**config.mk**
```make
export PLATFORM = sky130hd
export DESIGN_NAME = sprite_frame_sequencer
export DESIGN_NICKNAME = d
export VERILOG_FILES = /design/src/sfs_pkg.sv /design/src/sprite_frame_sequencer.sv /design/src/sfs_div.sv /design/src/sfs_ctrl.sv /design/src/sfs_dpath.sv
export SDC_FILE = /design/constraint.sdc
export NUM_CORES = 1
export LEC_CHECK = 0
export ABC_AREA = 1
export BUFFER_PORTS_ARGS = -buffer_cell sky130_fd_sc_hd__buf_4
export CAP_MARGIN = 20
export CORE_MARGIN = 5
export CORE_UTILIZATION = 45
export CTS_BUF_LIST = sky130_fd_sc_hd__clkbuf_8 sky130_fd_sc_hd__clkbuf_16
export DETAILED_ROUTE_END_ITERATION = 8
export GPL_TIMING_DRIVEN = 1
export PLACE_DENSITY = 0.73
export SLEW_MARGIN = 20
export SYNTH_ARGS = -nofsm -noshare
export SYNTH_HDL_FRONTEND = slang
export SYNTH_SLANG_ARGS = --single-unit
```
**constraint.sdc**
```tcl
create_clock -name clk -period 15.35 [get_ports clk]
set_clock_uncertainty 0.15 [all_clocks]
set_input_delay 0 -clock clk [delete_from_list [all_inputs] [get_ports clk]]
set_output_delay 0 -clock clk [all_outputs]
set_load 0.02 [all_outputs]
```
**src/sfs_pkg.sv**
```systemverilog
// Shared types, constants and codes of the sprite frame sequencer.
package sfs_pkg;

  // Sequence sizing default
  localparam int MAX_FRAMES = 256;

  // Field widths
  localparam int ELAPSED_W   = 24;
  localparam int PERIOD_W    = 24;
  localparam int SEQ_START_W = 8;
  localparam int SEQ_END_W   = 9;
  localparam int FPR_W       = 9;
  localparam int DIM_W       = 13;
  localparam int COORD_W     = 20;
  localparam int FRAME_NUM_W = 8;
  localparam int ENTRY_W     = 9;   // sequence entries stay below 511
  localparam int CFG_IDX_W   = 3;
  localparam int CFG_DATA_W  = 24;

  // Shared divider: dividend holds a position advanced by a whole tick
  localparam int DIV_W       = 26;
  localparam int STEP_W      = 5;
  localparam int TIME_STEPS  = 25;
  localparam int POS_STEPS   = 26;

  // Register reset values
  localparam int PERIOD_RESET = 100000;

  // Request payloads
  typedef struct packed {
    logic [ELAPSED_W-1:0] elapsed_us;
    logic                 play;
  } tick_t;

  typedef struct packed {
    logic [FRAME_NUM_W-1:0] frame_number;
    logic [COORD_W-1:0]     src_x;
    logic [COORD_W-1:0]     src_y;
    logic                   ended;
  } result_t;

  // Configuration register indexes
  typedef enum logic [CFG_IDX_W-1:0] {
    REG_SEQ_START      = 3'd0,
    REG_SEQ_END        = 3'd1,
    REG_PINGPONG       = 3'd2,
    REG_LOOP_ENABLE    = 3'd3,
    REG_FRAME_PERIOD   = 3'd4,
    REG_FRAMES_PER_ROW = 3'd5,
    REG_FRAME_WIDTH    = 3'd6,
    REG_FRAME_HEIGHT   = 3'd7
  } cfg_reg_e;

  // Controller states
  typedef enum logic [3:0] {
    S_IDLE,
    S_TIME,
    S_TDIV,
    S_POS,
    S_PDIV,
    S_FRAME,
    S_CGO,
    S_FDIV,
    S_OUT
  } state_e;

  // Divider operand selection
  typedef enum logic [1:0] {
    DIV_TIME,
    DIV_POS,
    DIV_FRAME
  } div_op_e;

  typedef enum logic [1:0] {
    ACC_HOLD,
    ACC_SUM,
    ACC_REM
  } acc_sel_e;

  typedef enum logic [2:0] {
    POS_HOLD,
    POS_PPOS,
    POS_ADVANCE,
    POS_REM,
    POS_ZERO,
    POS_LEN
  } pos_sel_e;

  // Controller to datapath commands
  typedef struct packed {
    logic     capture;
    acc_sel_e acc_sel;
    pos_sel_e pos_sel;
    logic     div_start;
    div_op_e  div_op;
    logic     frame_load;
    logic     out_load;
  } ctrl_cmd_t;

  // Datapath to controller status
  typedef struct packed {
    logic play;
    logic sum_lt_period;
    logic len_zero;
    logic loop_en;
    logic pos_lt_len;
    logic pos_gt_len;
    logic div_busy;
    logic out_free;
  } dp_status_t;

endpackage

```
**src/sprite_frame_sequencer.sv**
```systemverilog
// Top level of the sprite frame sequencer: controller and datapath.
//
//   channel   direction  handshake                 payload
//   tick      in         tick_valid / tick_stall   tick (elapsed_us, play)
//   result    out        result_valid / result_stall result (frame, src_x/y, ended)
//   cfg       in         cfg_valid / cfg_ready     cfg_index, cfg_data
//
// A request runs from acceptance through S_TIME, S_POS, S_FRAME, S_CGO,
// S_FDIV and S_OUT to the result register; a period division (S_TDIV) runs
// only when a whole frame period has elapsed and a position wrap (S_PDIV)
// only when needed, both on the shared bit-serial divider. Requests are taken
// only while the controller is idle; a finished result waits in the output
// register while the next request is accepted and computed.
// Reset (rst, synchronous) restores the register defaults, clears the
// accumulator and the position, and empties the result register.
module sprite_frame_sequencer #(
  parameter int MAX_FRAMES = sfs_pkg::MAX_FRAMES
) (
  input  logic                            clk,
  input  logic                            rst,
  input  logic                            tick_valid,
  output logic                            tick_stall,
  input  sfs_pkg::tick_t                  tick,
  output logic                            result_valid,
  input  logic                            result_stall,
  output sfs_pkg::result_t                result,
  input  logic                            cfg_valid,
  output logic                            cfg_ready,
  input  logic [sfs_pkg::CFG_IDX_W-1:0]   cfg_index,
  input  logic [sfs_pkg::CFG_DATA_W-1:0]  cfg_data
);

  sfs_pkg::ctrl_cmd_t  cmd;
  sfs_pkg::dp_status_t status;

  sfs_ctrl u_ctrl (
    .clk        (clk),
    .rst        (rst),
    .tick_valid (tick_valid),
    .tick_stall (tick_stall),
    .cfg_ready  (cfg_ready),
    .status     (status),
    .cmd        (cmd)
  );

  sfs_dpath #(
    .MAX_FRAMES (MAX_FRAMES)
  ) u_dpath (
    .clk          (clk),
    .rst          (rst),
    .tick         (tick),
    .cfg_valid    (cfg_valid),
    .cfg_ready    (cfg_ready),
    .cfg_index    (cfg_index),
    .cfg_data     (cfg_data),
    .cmd          (cmd),
    .status       (status),
    .result_stall (result_stall),
    .result_valid (result_valid),
    .result       (result)
  );

endmodule

```
**src/sfs_div.sv**
```systemverilog
// Shared restoring divider, one quotient bit per cycle.
module sfs_div (
  input  logic                            clk,
  input  logic                            rst,
  input  logic                            start,
  input  logic [sfs_pkg::DIV_W-1:0]       dividend,
  input  logic [sfs_pkg::PERIOD_W-1:0]    divisor,
  input  logic [sfs_pkg::STEP_W-1:0]      steps,
  output logic                            busy,
  output logic [sfs_pkg::DIV_W-1:0]       quotient,
  output logic [sfs_pkg::PERIOD_W-1:0]    remainder
);

  logic [sfs_pkg::DIV_W-1:0]    quo;
  logic [sfs_pkg::PERIOD_W-1:0] rem;
  logic [sfs_pkg::PERIOD_W-1:0] dvs;
  logic [sfs_pkg::STEP_W-1:0]   cnt;
  logic [sfs_pkg::PERIOD_W:0]   trial;
  logic                         fits;
  logic [sfs_pkg::PERIOD_W-1:0] rem_next;

  // Trial subtract of the shifted partial remainder
  always_comb begin
    trial    = {rem, quo[sfs_pkg::DIV_W-1]};
    fits     = (trial >= {1'b0, dvs});
    rem_next = fits ? sfs_pkg::PERIOD_W'(trial - {1'b0, dvs})
                    : trial[sfs_pkg::PERIOD_W-1:0];
  end

  // Run flag
  always_ff @(posedge clk) begin
    if (rst) begin
      busy <= 1'b0;
    end else if (start) begin
      busy <= 1'b1;
    end else if (busy && (cnt == sfs_pkg::STEP_W'(1))) begin
      busy <= 1'b0;
    end
  end

  // Operands and iteration
  always_ff @(posedge clk) begin
    if (start) begin
      quo <= dividend;
      rem <= '0;
      dvs <= divisor;
      cnt <= steps;
    end else if (busy) begin
      quo <= {quo[sfs_pkg::DIV_W-2:0], fits};
      rem <= rem_next;
      cnt <= cnt - sfs_pkg::STEP_W'(1);
    end
  end

  assign quotient  = quo;
  assign remainder = rem;

endmodule

```
**src/sfs_ctrl.sv**
```systemverilog
// Sequencing state machine of the sprite frame sequencer.
module sfs_ctrl (
  input  logic                clk,
  input  logic                rst,
  input  logic                tick_valid,
  output logic                tick_stall,
  output logic                cfg_ready,
  input  sfs_pkg::dp_status_t status,
  output sfs_pkg::ctrl_cmd_t  cmd
);

  sfs_pkg::state_e state;
  sfs_pkg::state_e state_next;

  // State register
  always_ff @(posedge clk) begin
    if (rst) begin
      state <= sfs_pkg::S_IDLE;
    end else begin
      state <= state_next;
    end
  end

  assign tick_stall = (state != sfs_pkg::S_IDLE);
  assign cfg_ready  = (state == sfs_pkg::S_IDLE);

  // Next state and commands
  always_comb begin
    state_next     = state;
    cmd.capture    = 1'b0;
    cmd.acc_sel    = sfs_pkg::ACC_HOLD;
    cmd.pos_sel    = sfs_pkg::POS_HOLD;
    cmd.div_start  = 1'b0;
    cmd.div_op     = sfs_pkg::DIV_FRAME;
    cmd.frame_load = 1'b0;
    cmd.out_load   = 1'b0;
    case (state)
      sfs_pkg::S_IDLE: begin
        if (tick_valid) begin
          cmd.capture = 1'b1;
          state_next  = sfs_pkg::S_TIME;
        end
      end
      // Add the tick while playing; divide only when a whole period has gone by
      sfs_pkg::S_TIME: begin
        if (!status.play) begin
          cmd.pos_sel = sfs_pkg::POS_PPOS;
          state_next  = sfs_pkg::S_POS;
        end else if (status.sum_lt_period) begin
          cmd.acc_sel = sfs_pkg::ACC_SUM;
          cmd.pos_sel = sfs_pkg::POS_PPOS;
          state_next  = sfs_pkg::S_POS;
        end else begin
          cmd.div_start = 1'b1;
          cmd.div_op    = sfs_pkg::DIV_TIME;
          state_next    = sfs_pkg::S_TDIV;
        end
      end
      sfs_pkg::S_TDIV: begin
        if (!status.div_busy) begin
          cmd.acc_sel = sfs_pkg::ACC_REM;
          cmd.pos_sel = sfs_pkg::POS_ADVANCE;
          state_next  = sfs_pkg::S_POS;
        end
      end
      // Wrap, clamp or zero the position
      sfs_pkg::S_POS: begin
        if (status.len_zero) begin
          cmd.pos_sel = sfs_pkg::POS_ZERO;
          state_next  = sfs_pkg::S_FRAME;
        end else if (status.loop_en) begin
          if (status.pos_lt_len) begin
            state_next = sfs_pkg::S_FRAME;
          end else begin
            cmd.div_start = 1'b1;
            cmd.div_op    = sfs_pkg::DIV_POS;
            state_next    = sfs_pkg::S_PDIV;
          end
        end else begin
          if (status.pos_gt_len) begin
            cmd.pos_sel = sfs_pkg::POS_LEN;
          end
          state_next = sfs_pkg::S_FRAME;
        end
      end
      sfs_pkg::S_PDIV: begin
        if (!status.div_busy) begin
          cmd.pos_sel = sfs_pkg::POS_REM;
          state_next  = sfs_pkg::S_FRAME;
        end
      end
      sfs_pkg::S_FRAME: begin
        cmd.frame_load = 1'b1;
        state_next     = sfs_pkg::S_CGO;
      end
      // Split the frame into sheet column and row
      sfs_pkg::S_CGO: begin
        cmd.div_start = 1'b1;
        cmd.div_op    = sfs_pkg::DIV_FRAME;
        state_next    = sfs_pkg::S_FDIV;
      end
      sfs_pkg::S_FDIV: begin
        if (!status.div_busy) begin
          state_next = sfs_pkg::S_OUT;
        end
      end
      sfs_pkg::S_OUT: begin
        if (status.out_free) begin
          cmd.out_load = 1'b1;
          state_next   = sfs_pkg::S_IDLE;
        end
      end
      default: begin
        state_next = sfs_pkg::S_IDLE;
      end
    endcase
  end

endmodule

```
**src/sfs_dpath.sv**
```systemverilog
// Datapath: registers, sequence arithmetic, divider and result register.
module sfs_dpath #(
  parameter int MAX_FRAMES = sfs_pkg::MAX_FRAMES
) (
  input  logic                             clk,
  input  logic                             rst,
  input  sfs_pkg::tick_t                   tick,
  input  logic                             cfg_valid,
  input  logic                             cfg_ready,
  input  logic [sfs_pkg::CFG_IDX_W-1:0]    cfg_index,
  input  logic [sfs_pkg::CFG_DATA_W-1:0]   cfg_data,
  input  sfs_pkg::ctrl_cmd_t               cmd,
  output sfs_pkg::dp_status_t              status,
  input  logic                             result_stall,
  output logic                             result_valid,
  output sfs_pkg::result_t                 result
);

  localparam int POS_W = $clog2(2 * MAX_FRAMES);
  localparam int EW    = (POS_W > sfs_pkg::SEQ_END_W) ? POS_W : sfs_pkg::SEQ_END_W;

  // Configuration registers
  logic [sfs_pkg::SEQ_START_W-1:0] seq_start;
  logic [sfs_pkg::SEQ_END_W-1:0]   seq_end;
  logic                            pingpong;
  logic                            loop_en;
  logic [sfs_pkg::PERIOD_W-1:0]    frame_period;
  logic [sfs_pkg::FPR_W-1:0]       frames_per_row;
  logic [sfs_pkg::DIM_W-1:0]       frame_width;
  logic [sfs_pkg::DIM_W-1:0]       frame_height;

  // Play state and per-request registers
  logic [sfs_pkg::PERIOD_W-1:0]    acc;
  logic [POS_W-1:0]                ppos;
  logic [sfs_pkg::ELAPSED_W-1:0]   elapsed;
  logic                            play;
  logic [sfs_pkg::DIV_W-1:0]       pos;
  logic [EW-1:0]                   frame;
  logic                            ended;

  // Derived values
  logic [sfs_pkg::PERIOD_W-1:0]    period_eff;
  logic [sfs_pkg::FPR_W-1:0]       fpr_eff;
  logic [EW-1:0]                   eff_end;
  logic [EW-1:0]                   fwd;
  logic [EW-1:0]                   back;
  logic [EW-1:0]                   len;
  logic [sfs_pkg::PERIOD_W:0]      sum;
  logic [POS_W-1:0]                pos_n;
  logic                            at_end;
  logic [EW-1:0]                   used;
  logic [EW-1:0]                   entry;
  logic [EW-1:0]                   frame_c;
  logic                            cfg_we;

  // Divider hookup
  logic [sfs_pkg::DIV_W-1:0]       div_dividend;
  logic [sfs_pkg::PERIOD_W-1:0]    div_divisor;
  logic [sfs_pkg::STEP_W-1:0]      div_steps;
  logic                            div_busy;
  logic [sfs_pkg::DIV_W-1:0]       div_quo;
  logic [sfs_pkg::PERIOD_W-1:0]    div_rem;

  assign cfg_we = cfg_valid && cfg_ready;

  // Sequence geometry from the registers
  always_comb begin
    period_eff = (frame_period == '0) ? sfs_pkg::PERIOD_W'(1) : frame_period;
    fpr_eff    = (frames_per_row == '0) ? sfs_pkg::FPR_W'(1) : frames_per_row;
    eff_end    = (EW'(seq_end) > EW'(MAX_FRAMES)) ? EW'(MAX_FRAMES) : EW'(seq_end);
    fwd        = (eff_end > EW'(seq_start)) ? eff_end - EW'(seq_start) : '0;
    back       = (pingpong && (fwd >= EW'(2))) ? fwd - EW'(2) : '0;
    len        = fwd + back + EW'(pingpong && !loop_en);
    sum        = {1'b0, acc} + {1'b0, elapsed};
  end

  // Entry shown at the settled position; at the end it is the last one
  always_comb begin
    pos_n  = POS_W'(pos);
    at_end = (EW'(pos_n) == len);
    used   = at_end ? len - EW'(1) : EW'(pos_n);
    if (used < fwd) begin
      entry = EW'(seq_start) + used;
    end else if (used < fwd + back) begin
      entry = eff_end - EW'(2) - (used - fwd);
    end else begin
      entry = EW'(seq_start);
    end
    frame_c = (len == '0) ? EW'(seq_start) : entry;
  end

  // Status to the controller
  always_comb begin
    status.play          = play;
    status.sum_lt_period = (sum < {1'b0, period_eff});
    status.len_zero      = (len == '0);
    status.loop_en       = loop_en;
    status.pos_lt_len    = (pos < sfs_pkg::DIV_W'(len));
    status.pos_gt_len    = (pos > sfs_pkg::DIV_W'(len));
    status.div_busy      = div_busy;
    status.out_free      = !result_valid || !result_stall;
  end

  // Configuration registers
  always_ff @(posedge clk) begin
    if (rst) begin
      seq_start      <= '0;
      seq_end        <= sfs_pkg::SEQ_END_W'(1);
      pingpong       <= 1'b0;
      loop_en        <= 1'b1;
      frame_period   <= sfs_pkg::PERIOD_W'(sfs_pkg::PERIOD_RESET);
      frames_per_row <= sfs_pkg::FPR_W'(1);
      frame_width    <= sfs_pkg::DIM_W'(1);
      frame_height   <= sfs_pkg::DIM_W'(1);
    end else if (cfg_we) begin
      case (sfs_pkg::cfg_reg_e'(cfg_index))
        sfs_pkg::REG_SEQ_START:      seq_start      <= cfg_data[sfs_pkg::SEQ_START_W-1:0];
        sfs_pkg::REG_SEQ_END:        seq_end        <= cfg_data[sfs_pkg::SEQ_END_W-1:0];
        sfs_pkg::REG_PINGPONG:       pingpong       <= cfg_data[0];
        sfs_pkg::REG_LOOP_ENABLE:    loop_en        <= cfg_data[0];
        sfs_pkg::REG_FRAME_PERIOD:   frame_period   <= cfg_data[sfs_pkg::PERIOD_W-1:0];
        sfs_pkg::REG_FRAMES_PER_ROW: frames_per_row <= cfg_data[sfs_pkg::FPR_W-1:0];
        sfs_pkg::REG_FRAME_WIDTH:    frame_width    <= cfg_data[sfs_pkg::DIM_W-1:0];
        sfs_pkg::REG_FRAME_HEIGHT:   frame_height   <= cfg_data[sfs_pkg::DIM_W-1:0];
        default: ;
      endcase
    end
  end

  // Play position: restarts on a sequence register write
  always_ff @(posedge clk) begin
    if (rst) begin
      ppos <= '0;
    end else if (cfg_we && ((sfs_pkg::cfg_reg_e'(cfg_index) == sfs_pkg::REG_SEQ_START) ||
                            (sfs_pkg::cfg_reg_e'(cfg_index) == sfs_pkg::REG_SEQ_END) ||
                            (sfs_pkg::cfg_reg_e'(cfg_index) == sfs_pkg::REG_PINGPONG) ||
                            (sfs_pkg::cfg_reg_e'(cfg_index) == sfs_pkg::REG_LOOP_ENABLE))) begin
      ppos <= '0;
    end else if (cmd.frame_load) begin
      ppos <= pos_n;
    end
  end

  // Time accumulator
  always_ff @(posedge clk) begin
    if (rst) begin
      acc <= '0;
    end else begin
      case (cmd.acc_sel)
        sfs_pkg::ACC_SUM:  acc <= sum[sfs_pkg::PERIOD_W-1:0];
        sfs_pkg::ACC_REM:  acc <= div_rem;
        default:           acc <= acc;
      endcase
    end
  end

  // Captured request and working position
  always_ff @(posedge clk) begin
    if (cmd.capture) begin
      elapsed <= tick.elapsed_us;
      play    <= tick.play;
    end
    case (cmd.pos_sel)
      sfs_pkg::POS_PPOS:    pos <= sfs_pkg::DIV_W'(ppos);
      sfs_pkg::POS_ADVANCE: pos <= sfs_pkg::DIV_W'(ppos) + div_quo;
      sfs_pkg::POS_REM:     pos <= sfs_pkg::DIV_W'(div_rem);
      sfs_pkg::POS_ZERO:    pos <= '0;
      sfs_pkg::POS_LEN:     pos <= sfs_pkg::DIV_W'(len);
      default:              pos <= pos;
    endcase
    if (cmd.frame_load) begin
      frame <= frame_c;
      ended <= !loop_en && at_end;
    end
  end

  // Divider operands, left-aligned to the step count
  always_comb begin
    case (cmd.div_op)
      sfs_pkg::DIV_TIME: begin
        div_dividend = sfs_pkg::DIV_W'(sum) << (sfs_pkg::DIV_W - sfs_pkg::TIME_STEPS);
        div_divisor  = period_eff;
        div_steps    = sfs_pkg::STEP_W'(sfs_pkg::TIME_STEPS);
      end
      sfs_pkg::DIV_POS: begin
        div_dividend = pos << (sfs_pkg::DIV_W - sfs_pkg::POS_STEPS);
        div_divisor  = sfs_pkg::PERIOD_W'(len);
        div_steps    = sfs_pkg::STEP_W'(sfs_pkg::POS_STEPS);
      end
      sfs_pkg::DIV_FRAME: begin
        div_dividend = sfs_pkg::DIV_W'(frame) << (sfs_pkg::DIV_W - EW);
        div_divisor  = sfs_pkg::PERIOD_W'(fpr_eff);
        div_steps    = sfs_pkg::STEP_W'(EW);
      end
      default: begin
        div_dividend = '0;
        div_divisor  = sfs_pkg::PERIOD_W'(1);
        div_steps    = sfs_pkg::STEP_W'(1);
      end
    endcase
  end

  sfs_div u_div (
    .clk       (clk),
    .rst       (rst),
    .start     (cmd.div_start),
    .dividend  (div_dividend),
    .divisor   (div_divisor),
    .steps     (div_steps),
    .busy      (div_busy),
    .quotient  (div_quo),
    .remainder (div_rem)
  );

  // Result register: column and row scaled by the frame size
  always_ff @(posedge clk) begin
    if (rst) begin
      result_valid <= 1'b0;
    end else if (cmd.out_load) begin
      result_valid <= 1'b1;
    end else if (!result_stall) begin
      result_valid <= 1'b0;
    end
  end

  always_ff @(posedge clk) begin
    if (cmd.out_load) begin
      result.frame_number <= frame[sfs_pkg::FRAME_NUM_W-1:0];
      result.src_x <= sfs_pkg::COORD_W'(div_rem[sfs_pkg::FPR_W-1:0] * frame_width);
      result.src_y <= sfs_pkg::COORD_W'(div_quo[EW-1:0] * frame_height);
      result.ended <= ended;
    end
  end

endmodule

```
==> impl_metrics.tcl, run 1 <==
set metrics [dict create \
    use_met2 0.3643 \
    cts_buffer_depth 3 \
    cp_common_cell "nand2_1" \
    cts_tree "done" \
    netlist_area_um2 25190 \
    numCtsBuffers 38 \
    finalWirelength_mm 69.73 \
    startpoint "u_dpath.seq_end[3]" \
    final_nets 3704 \
    slew_headroom 0.3055 \
    clkTransAtPathRegs_ps 60 \
    insertion_delay_ps 600 \
    crit_slowest_cell "o21ai_0" \
    status "complete, no violations" \
    syn-num-nets 3553 \
    critPathRequiredTime_ps 15630 \
    fmax_mhz 104.9 \
    yosysSeqAreaShare 0.3088 \
    hold_path.class "in -> reg" \
    grt_max_degree 75 \
    fin_ws_ps 5813 \
    holdPathEnd "u_dpath.frame_period[17]" \
    r2r-end "u_dpath.frame[8]" \
    overflow 0 \
    synth_edf_count 165 \
    leakagePower_uw 0.01422 \
    dr.pass1.iters 6 \
    grt_pass1_vias 20680 \
    crit_type "reg -> reg" \
    hold_start "cfg_data[17]" \
    critPathMaxFanout 13 \
    antenna_found_initial 2 \
    die_area_um2 60800 \
    cts.sinks 306 \
    grt_busiest_layer "met2" \
    core_area_um2 55310 \
    hpwlAfterDp_mm 51.49 \
    drive_above_1_share 0.07865 \
    period_share 0.6213 \
    reg2reg_depth 55 \
    vias 21510 \
    grtUsageMet3 0.05153 \
    ant_nets 0 \
    drc_errors 0 \
    setup_violations 0 \
    maxSlewViolCount 0 \
    worstMarginPinSlew_ps 1042 \
    port_buffers 108 \
    yosys_most_used_dff "edfxtp_1" \
    initial_core_util 0.4554 \
    ff2ff_setup_slack_ps 5810 \
    cp_data_arrival_time_ps 9810 \
    worstSetupEndpointType "flip-flop" \
    viasPerCell 5.320 \
    grt.total_usage 0.2269 \
    grt_setup_unrepaired "false" \
    io_pins 109 \
    die_w_um 246.6 \
    power_density_nw_per_um2 140.4 \
    whs_path_depth 4 \
    fin_crit_ps 9537 \
    final_common_cell "nand2_1" \
    syn_area_per_cell_um2 8.094 \
    routedWlPerCell_um 17.25 \
    place_congestion 0.9518 \
    peakVddDrop_v 0.00008339 \
    maxCapViolCount 0 \
    synth_seq_cells 306 \
    drt_iter0_drc 2026 \
    synth_cell_types 56 \
    num_rows 86 \
    cp-start-kind "flip-flop" \
    tns_ps 0 \
    ys_async_sr_fraction 0 \
    met1_usage 0.3086 \
    grt_pass1_wl_mm 110.5 \
    area_growth_pct 14.59 \
    hold_viol 0 \
    ys.warnings.count 0 \
    final_cell_mix "nand2_1, inv_1, a21oi_1, ha_1, nor2_1" \
    critPathMaxStageDelay_ps 640 \
    r2r-start "u_dpath.seq_end[3]" \
    htreeDepth 2 \
    cts_root_buffer "clkbuf_16" \
    synth_cells 3112 \
    post-place-ws_ps 5900 \
    fp.dieH_um 246.6 \
]
[cell usage after synthesis (4+ instances only)]
cell / n / area share
nand4_1: 22 / 0.0055
buf_2: 8 / 0.0016
o31ai_1: 5 / 0.0015
a211oi_1: 6 / 0.0018
dfxtp_1: 141 / 0.11
clkinv_1: 7 / 0.0010
buf_1: 5 / 0.00075
xor2_1: 73 / 0.025
a31oi_1: 7 / 0.0017
o22ai_2: 19 / 0.0094
o221ai_1: 9 / 0.0031
nand3_2: 5 / 0.0020
nand2_1: 660 / 0.098
o211ai_1: 28 / 0.0083
o21ai_1: 5 / 0.00099
o2111ai_1: 9 / 0.0031
xnor2_1: 37 / 0.013
nand3b_1: 9 / 0.0027
ha_1: 214 / 0.11
o21ai_0: 187 / 0.037
nand2_4: 6 / 0.0027
or2_2: 10 / 0.0025
nor4_1: 6 / 0.0015
fa_1: 170 / 0.14
o32ai_1: 4 / 0.0014
nor3_1: 19 / 0.0038
nand3_1: 116 / 0.023
o21bai_1: 5 / 0.0015
inv_1: 542 / 0.081
edfxtp_1: 165 / 0.20
a21oi_1: 250 / 0.050
inv_2: 7 / 0.0010
and2_1: 4 / 0.00099
nor2_1: 206 / 0.031
nor2_2: 5 / 0.0012
o22ai_1: 11 / 0.0027
clkbuf_1: 89 / 0.013
nand2_2: 11 / 0.0027
[how the worst max path moves through the flow]
stage	end	slack [ps]	depth (start not counted)
detailed placement	u_dpath.frame[7]	5900	55
CTS	u_dpath.frame[7]	5870	55
finish	u_dpath.frame[8]	5810	55
global route	u_dpath.frame[8]	4710	54
global placement	u_dpath.frame[7]	6120	55
floorplan	u_dpath.frame[7]	7200	56
[flip-flops by register name, indices dropped and copies added, names as in the netlist]
name and flops:
u_dpath.result 49, u_dpath.pos 26, u_dpath.u_div.quotient 26, u_dpath.acc 24, u_dpath.elapsed 24, u_dpath.frame_period 24
u_dpath.u_div.dvs 24, u_dpath.u_div.remainder 24, u_dpath.frame_height 13, u_dpath.frame_width 13, u_dpath.frame 9, u_dpath.frames_per_row 9
u_dpath.ppos 9, u_dpath.seq_end 9, u_dpath.seq_start 8, u_dpath.u_div.cnt 5, u_ctrl.state 4, u_dpath.ended 1
u_dpath.loop_en 1, u_dpath.pingpong 1, u_dpath.play 1, u_dpath.result_valid 1, u_dpath.u_div.busy 1
[cells by family after synthesis]
group	after synthesis	synth area share
flip-flops	306	0.3088
AO/OA/AOI/OAI	557	0.1268
adder cells (fa/ha/maj)	384	0.2414
XOR/XNOR	114	0.04173
AND/OR/NAND/NOR	1084	0.1799
buffers and inverters	667	0.1014
[final cells by class]
| class | count | area [µm²] |
|---|---|---|
| antenna | 1 | 2.502 |
| clock buffer | 43 | 1042 |
| clock inverter | 27 | 239.0 |
| fill | 5131 | 26450 |
| inverter | 559 | 2105 |
| multi-input combinational | 2139 | 14870 |
| sequential | 306 | 7777 |
| tap | 748 | 935.9 |
| timing repair buffer | 219 | 1889 |
[metrics by stage]
step,cell area [µm²],cells,utilization,hold slack (ps),total power [µW]
after floorplan,25190,3112,-,-51.13,2582
after global placement,26590,3872,0.4807,28.79,3062
after detailed placement,26590,3872,0.4807,29.47,3084
after CTS,28850,4040,0.5216,76.22,4035
after global routing,28860,4041,0.5218,147.9,4351
final,28860,4042,0.5219,105.5,4053
[repair_timing]
item                                    4_1_cts  5_1_grt
gates resized for setup                       0        0
hold buffers                                 98        0
setup buffers                                 0        0
endpoints found under the setup margin        0        0
endpoints found under the hold margin       155        0
[report_power, final]
part	leakage [µW]	switching, µW	internal, µW
Clock	0.000679	390	528
Sequential	0.00268	197	1050
Combinational	0.0109	1210	680
Total	0.0142	1790	2260
[critical path: cells and delay by family, from the launching register on]
kind / cells / cell delay, ps
DFF: 1 / 300
buffers and inverters: 6 / 440
xor gates and xnor gates: 3 / 510
AOI/OAI and AO/OA: 6 / 1530
and+or+nand+nor: 33 / 4000
adders and majority gates: 7 / 2430
[routing by layer]
metal	up-vias	routed length (µm)
met5	-	21
met4	4	1985
met3	154	6755
met2	923	31430
met1	10080	29540
li1	10340	-
(Power assumes the default switching activity.)
==> run 2, diff against run 1 <==
Clock period 15.35 ns to 9.3 ns, I/O delays scaled along.
==> run 2 against run 1 <==
- total power is 65% higher
- hold slack got worse by 96 ps
- non-clock buffer count increased by 10
- sequential power up 65%
- critical path type unchanged
- flip-flop and latch count unchanged
- wire length fell by 0.41%
- cell count increased by 0.22%
- die area did not move
- worst setup slack worse by 5100 ps
- clock-buffer cell count shrank 3
- combinational power increased by 66%
- design area hardly changed
- largest cell class unchanged
==> impl_metrics.tcl, run 2 (synthesized netlist as in run 1, its figures left out) <==
set metrics [dict create \
    status "complete, no violations" \
    ant_nets 0 \
    peakVddDrop_v 0.0001493 \
    viasPerCell 5.272 \
    final_area_um2 28890 \
    htreeDepth 2 \
    cp_common_cell "nand2_1" \
    slew_headroom 0.2709 \
    hold_viol 0 \
    vias 21360 \
    final_common_cell "nand2_1" \
    crit_type "reg -> reg" \
    io_pins 109 \
    drc_errors 0 \
    power_density_nw_per_um2 231.2 \
    worstMarginPinSlew_ps 1091 \
    critPathMaxFanout 10 \
    grt_pass1_vias 20830 \
    dr.pass1.iters 6 \
    power_frac_comb 0.469 \
    fp.dieH_um 246.6 \
    leakagePower_uw 0.01422 \
    cts_root_buffer "clkbuf_16" \
    cts_tree "done" \
    largest_register_ffs 49 \
    setup_violations 0 \
    core_area_um2 55310 \
    worstSetupEndpointType "flip-flop" \
    fin_crit_ps 8599 \
    die_area_um2 60800 \
    cp_data_arrival_time_ps 8870 \
    critPathRequiredTime_ps 9570 \
    port_buffers 108 \
    p_switching_uw 2949 \
    power.share.sequential 0.309 \
    fmax_mhz 116.3 \
    hpwlAfterDp_mm 51.90 \
    overflow 0 \
    p_int_uw 3730 \
    final_nets 3714 \
    period_share 0.9246 \
    numCtsBuffers 38 \
    grt_pass1_wl_mm 110.9 \
    grt.total_usage 0.2272 \
    maxCapViolCount 0 \
    switching_share 0.4415 \
    crit_slowest_cell "fa_1" \
    cts_buffer_depth 3 \
    routedWlPerCell_um 17.14 \
    final.fill_count 5118 \
    hold_path.class "in -> reg" \
    insertion_delay_ps 580 \
    antenna_found_initial 1 \
    maxSlewViolCount 0 \
    critPathMaxStageDelay_ps 500 \
    drive_above_1_share 0.08391 \
    finalWirelength_mm 69.44 \
    final_cell_mix "nand2_1, inv_1, a21oi_1, ha_1, nor2_1" \
    top_register "u_dpath.result" \
    p_clk_frac 0.222 \
    cp-start-kind "flip-flop" \
    area_growth_pct 14.69 \
    num_rows 86 \
    grt_max_degree 74 \
    die_w_um 246.6 \
    cts.sinks 306 \
    clkTransAtPathRegs_ps 60 \
    dpl_cell_area_um2 26680 \
    initial_core_util 0.4554 \
    tns_ps 0 \
    drt_iter0_drc 2002 \
    place_congestion 0.9615 \
]
[run 2: cell count changes in the layout (fill, tap and decap cells not counted), moves of 4 or more]
cell           previous run  this run
inv_1                   555       547
clkinv_1                  7        11
buf_4                   121       135
dlygate4sd3_1            98        94
[run 2: area by class of cell]
class                           instances  area (µm²)  area share
Tap cell                              748       935.9     0.03240
Clock inverter                         28       247.7    0.008576
Inverter                              559        2105     0.07285
Multi-Input combinational cell       2139       14880      0.5152
Timing Repair Buffer                  229        1954     0.06765
Sequential cell                       306        7777      0.2692
Clock buffer                           40       978.4     0.03387
Antenna cell                            2       5.005   0.0001733
[run 2: worst max-delay path, delay by kind of cell (launching register included)]
family / cells / cell delay (ps)
adder cells (fa/ha/maj): 7 / 2240
flip-flops: 1 / 290
buffers and inverters: 9 / 1000
AND/OR/NAND/NOR: 35 / 3490
AO/OA/AOI/OAI: 5 / 750
XOR/XNOR: 3 / 500
[run 2: path summary, 6_finish.rpt]
check                     startpoint                  end  slack (ps)  cells after the start
setup / recovery  u_dpath.seq_end[4]     u_dpath.frame[8]         700                     59
hold / removal              tick[20]  u_dpath.elapsed[19]           9                      2
setup reg to reg  u_dpath.seq_end[4]     u_dpath.frame[8]         700                     59
hold reg to reg      u_dpath.acc[23]      u_dpath.acc[23]         310                      2
[run 2: timing repair]
action	in CTS	in global routing
buffers inserted	0	3
hold buffers	94	0
setup endpoints to repair	0	4
resized for setup	0	6
endpoints found under the hold margin	154	0
[run 2: per-layer routing]
metal | part of all wire | track usage
met5 | 0 | 0
met4 | 0.029 | 0.06449
met3 | 0.079 | 0.04036
met2 | 0.45 | 0.3645
met1 | 0.44 | 0.3174
[run 2: per-stage QoR]
| step | power, µW | setup WS [ps] | cells | hold slack [ps] | utilization |
|---|---|---|---|---|---|
| final | 6679 | 700.9 | 4051 | 9.063 | 0.5223 |
| after global routing | 7173 | -20.13 | 4049 | 19.69 | 0.5222 |
| after CTS | 6643 | 316.1 | 4046 | 0.3641 | 0.5215 |
| after detailed placement | 5106 | 371.4 | 3884 | 29.48 | 0.4823 |
| after global placement | 5072 | 556.5 | 3884 | 28.28 | 0.4823 |
| after floorplan | 4261 | 1148 | 3112 | -51.13 | - |
[run 2: power groups by stage]
stage	combinational (µW)	clock, µW	sequential (µW)
4_1_cts	3090	1510	2050
3_5_place_dp	3030	0	2080
6_report	3130	1480	2060
3_3_place_gp	3000	0	2070
2_1_floorplan	2390	0	1880
5_1_grt	3530	1560	2080
